[src/hdl/cwb_divider.sv]
// Restoring divider, one quotient bit per register stage, most significant first.
// The quotient must fit in QUO_W bits.
module cwb_divider #(
  parameter int NUM_W = 55,
  parameter int DEN_W = 31,
  parameter int QUO_W = 21
) (
  input  logic             clk,
  input  logic             en,
  input  logic [NUM_W-1:0] num,
  input  logic [DEN_W-1:0] den,
  output logic [QUO_W-1:0] quo
);

  localparam int CMP_W = (NUM_W > DEN_W + QUO_W) ? NUM_W : DEN_W + QUO_W;

  logic [NUM_W-1:0] rem_q [QUO_W];
  logic [DEN_W-1:0] den_q [QUO_W];
  logic [QUO_W-1:0] quo_q [QUO_W];

  for (genvar j = 0; j < QUO_W; j++) begin : g_stage
    localparam int BIT = QUO_W - 1 - j;
    logic [NUM_W-1:0] rem_p;
    logic [DEN_W-1:0] den_p;
    logic [QUO_W-1:0] quo_p;
    logic [CMP_W-1:0] trial, rem_w;
    if (j == 0) begin : g_first
      assign rem_p = num;
      assign den_p = den;
      assign quo_p = '0;
    end else begin : g_next
      assign rem_p = rem_q[j-1];
      assign den_p = den_q[j-1];
      assign quo_p = quo_q[j-1];
    end
    assign trial = CMP_W'(den_p) << BIT;
    assign rem_w = CMP_W'(rem_p);
    always_ff @(posedge clk) begin
      if (en) begin
        den_q[j] <= den_p;
        if (rem_w >= trial) begin
          rem_q[j] <= NUM_W'(rem_w - trial);
          quo_q[j] <= quo_p | (QUO_W'(1) << BIT);
        end else begin
          rem_q[j] <= rem_p;
          quo_q[j] <= quo_p;
        end
      end
    end
  end

  assign quo = quo_q[QUO_W-1];

endmodule
[config.mk]
export PLATFORM = sky130hd
export DESIGN_NAME = cwb_divider
export DESIGN_NICKNAME = d
export VERILOG_FILES = /design/src/hdl/cwb_divider.sv
export SDC_FILE = /design/constraint.sdc
export NUM_CORES = 2
export LEC_CHECK = 0
export BUFFER_PORTS_ARGS = -buffer_cell sky130_fd_sc_hd__buf_2
export CAP_MARGIN = 20
export CORE_MARGIN = 5
export CORE_UTILIZATION = 30
export CTS_CLUSTER_DIAMETER = 150
export DETAILED_ROUTE_END_ITERATION = 8
export SYNTH_ARGS = -nofsm -noshare
export SYNTH_HDL_FRONTEND = slang
export SYNTH_SLANG_ARGS = --single-unit
export TNS_END_PERCENT = 100
[constraint.sdc]
create_clock -name clk -period 5.2 [get_ports clk]
set_input_delay 0.26 -clock clk [delete_from_list [all_inputs] [get_ports clk]]
set_output_delay 0.26 -clock clk [all_outputs]
set_load 0.02 [all_outputs]
==> results.md <==
- Routed len/inst: around 18 um
- Met3 global-route usage: around 1.9%
- Detailed Route Iter0 Violations: 4594
- Fill cell count: 36024
- Yosys cell types: a little under 90
- CP arrival: just over 5 ns
- Crit. End Element: flip-flop
- Syn Std Cell Area: around 110000 sq um
- Setup slack at placement: around 0.67 ns
- Area grow syn2layout: 13.5%
- Cell count after synthesis: roughly 10000
- Worst Path Max Fanout: 28
- Met1 Use GR: 14.7%
- Syn. warnings: 0
- Post-cts sizing count: 0
- CTS H-tree lvls: 4
- Gate power share: roughly two fifths
- ANT nets after route: 0
- MaxCap Viol Count: 0
- Slew headroom: approximately a quarter
- Post-DP Area: between 100000 and 150000 sq um
- Layout Nets: 11048
- Clock tree buffer depth: 4
- Root buf cell: clkbuf_16
- Fin worst setup slack: 0.693 ns
- Max-slew violation count: 0
- Required @ worst endpoint: around 5.9 ns
- Via density: around 4.9
- Sequential-to-total area share from yosys stat: between 50% and 60%
- Sink Count: 1951
- WL final: roughly 280000 um
- Cell Int Power: 41.3 mW
- Commonest cells after routing, fill and taps aside: 1951 x edfxtp_1, 900 x nand2_1, 833 x inv_1, 789 x o21ai_0, 679 x a21oi_1
- Die area: ~380000 sq um
- Slew @ Worst Pin: about 1.1 ns
- Gr busiest metal: met2
- Most common cell after layout, fill and taps aside: edfxtp_1
- DIE WIDTH: ~600 um
- Reg power frac: 37.9%
- Critical path class: reg -> reg
- Total design power: between 60 and 70 mW
- Vias in the first global route: 76056
- Post-CTS Setup Bufs: 0
- Met2 Track Usage GR: between 20% and 30%
- Detailed Routing Iterations Pass 1: 6
- Clock buffer count from CTS: about 220
- Routed vias: about 75000
- Status: finished clean
- Static leakage: roughly 47 nW
- Synthesized Nets: approximately 11000
- Final period utilization: a little under 90%
- Top Ports: roughly 110
- Largest net degree at the start of global routing: between 150 and 200
- RSZ-0062 raised after global routing: no
- Initial Util: between 30% and 40%
- PortBufs: 108
- Layout cells sized above 1: under 10%
- Pwr dens: between 500 and 600 nW/um^2
- Post-route DRC violation count: 0
- Multi-input gate area: 46500 sq um
- CTS tree: yes
- Avg Cell Area, Syn: roughly 11 sq um
- Ys async rst share: 0%
- Clock-pin transition on the worst setup and hold timing paths: approximately 0.06 ns
- FP Rows: around 220
- Post-layout minimum cycle time: 4.51 ns
- Area of the core: around 360000 sq um
- Peak Freq: ~220 MHz
- FF+latch count, synth: ~2000
- Initial antenna violation count: 1
- GRT overflow: 0
- Ys flop type: edfxtp_1
- Setup TNS Final: 0 ns
- Die Span Y: slightly above 600 um
- Placer Congestion: ~0.96
- Power share of the clock group: 23.4%
- Startpoint Class: flip-flop
- Finished Cell Area: between 100000 and 150000 sq um
- Post-synth EDFFs: around 2000
- Final hold violation count: 0
- Switching power total: between 20 and 25 mW
- First-pass GRT wire length: approximately 430000 um
- Placed wire-length estimate: ~220000 um
- Later-pin clock latency in the skew report: 0.92 ns
- Switching share of power: 36.4%
- Worst VDD drop: approximately 0.27 mV
- Clk_skew: roughly 0.056 ns
- FF/Latch Area: 58600 sq um
- Tightest Hold Check Type: in -> reg
- Final setup vio count: 0
- Final Util: 34.2%
- Tot GR Track Use: 14.5%
==> kinds of logic after synthesis <==
logic type | Yosys count | synth area share, %
AOI/OAI and AO/OA | 2535 | 14.3
xor gates and xnor gates | 779 | 6.25
adders and majority gates | 671 | 7.83
buffers and inverters | 1129 | 3.91
DFF | 1951 | 53.7
muxes | 100 | 1.02
and+or+nand+nor | 2853 | 13.0
==> final cells by class <==
type                       count  share of cell area (%)
sequential                  1951                    47.3
clock inverter               154                    1.13
clock buffer                 248                    4.54
inverter                     833                    2.52
antenna                        2                 0.00404
multi-input combinational   6938                    37.5
tap                         4794                    4.84
timing repair buffer         346                    2.22
==> cell usage after synthesis (48+ instances only) <==
cell type | instances | area [sq um]
ha_1 | 651 | 8150
nor2_1 | 532 | 2000
nand2b_1 | 118 | 738
clkbuf_1 | 266 | 998
o21a_1 | 80 | 601
o211ai_1 | 49 | 368
xor2_1 | 359 | 3140
nor4_1 | 145 | 907
o21ai_0 | 789 | 3950
a211oi_1 | 53 | 398
and3_1 | 93 | 582
or4_1 | 48 | 360
inv_1 | 833 | 3130
or2_2 | 48 | 300
xnor2_1 | 420 | 3680
nor3_1 | 226 | 1130
a21oi_1 | 683 | 3420
mux2_2 | 89 | 1000
or3_1 | 74 | 463
edfxtp_1 | 1951 | 58600
o21bai_1 | 88 | 661
nor2b_1 | 96 | 601
a21o_1 | 395 | 2970
nand2_1 | 900 | 3380
nand3_1 | 200 | 1000
nand4_1 | 162 | 1010
a31oi_1 | 77 | 482
==> repair_timing <==
action,in CTS,in global routing
endpoints found under the setup margin,0,0
hold endpoints to repair,126,0
hold buffers,112,0
==> critical path: stages, from the launching register on <==
cell and delay (ns):
edfxtp_1 0.41, inv_1 0.08, ha_1 0.16, inv_1 0.06, fa_1 0.40, a21o_1 0.22
nand3_1 0.10, a21oi_1 0.14, o311a_1 0.46, a31oi_1 0.48, o311a_1 0.30, o31ai_1 0.15
a21boi_4 0.58, buf_4 0.34, mux2_2 0.35
==> layer usage <==
layer,up-vias,share of wire [%]
met3,704,3.3
met5,-,0
met4,0,6.6
li1,37504,-
met1,35282,36
met2,1603,54
==> power by group through the flow <==
stage / Sequential (mW) / Combinational (mW) / Clock, mW
final: 24.6 / 25.1 / 15.2
after global routing: 24.9 / 28.0 / 16.3
after CTS: 24.6 / 25.1 / 15.7
after detailed placement: 24.9 / 24.9 / 0
after global placement: 24.9 / 24.9 / 0
after floorplan: 23.8 / 18.9 / 0
==> flip-flops by register name, summed over array words and instances (netlist names) <==
signal and count:
rem_q 1100, den_q 620, quo_q 231
==> stage by stage <==
step | hold slack, ns | std cells
floorplan | 0.359 | 10018
global placement | 0.401 | 14747
detailed placement | 0.405 | 14750
CTS | 0.00188 | 15264
global route | 0.0472 | 15265
finish | 0.0926 | 15266
==> path summary, 6_finish.rpt <==
path	cells after the start	endpoint	slack (ns)	start
worst max register to register	14	rem_q[0][75]$_DFFE_PP_	0.69	rem_q[0][19]$_DFFE_PP_
worst max-delay path	14	rem_q[0][75]$_DFFE_PP_	0.69	rem_q[0][19]$_DFFE_PP_
worst min-delay path	2	den_q[0][18]$_DFFE_PP_	0.09	den[18]
worst min register to register	0	quo_q[3][17]$_DFFE_PP_	0.41	quo_q[2][80]$_DFFE_PP_
(Power assumes the default switching activity.)
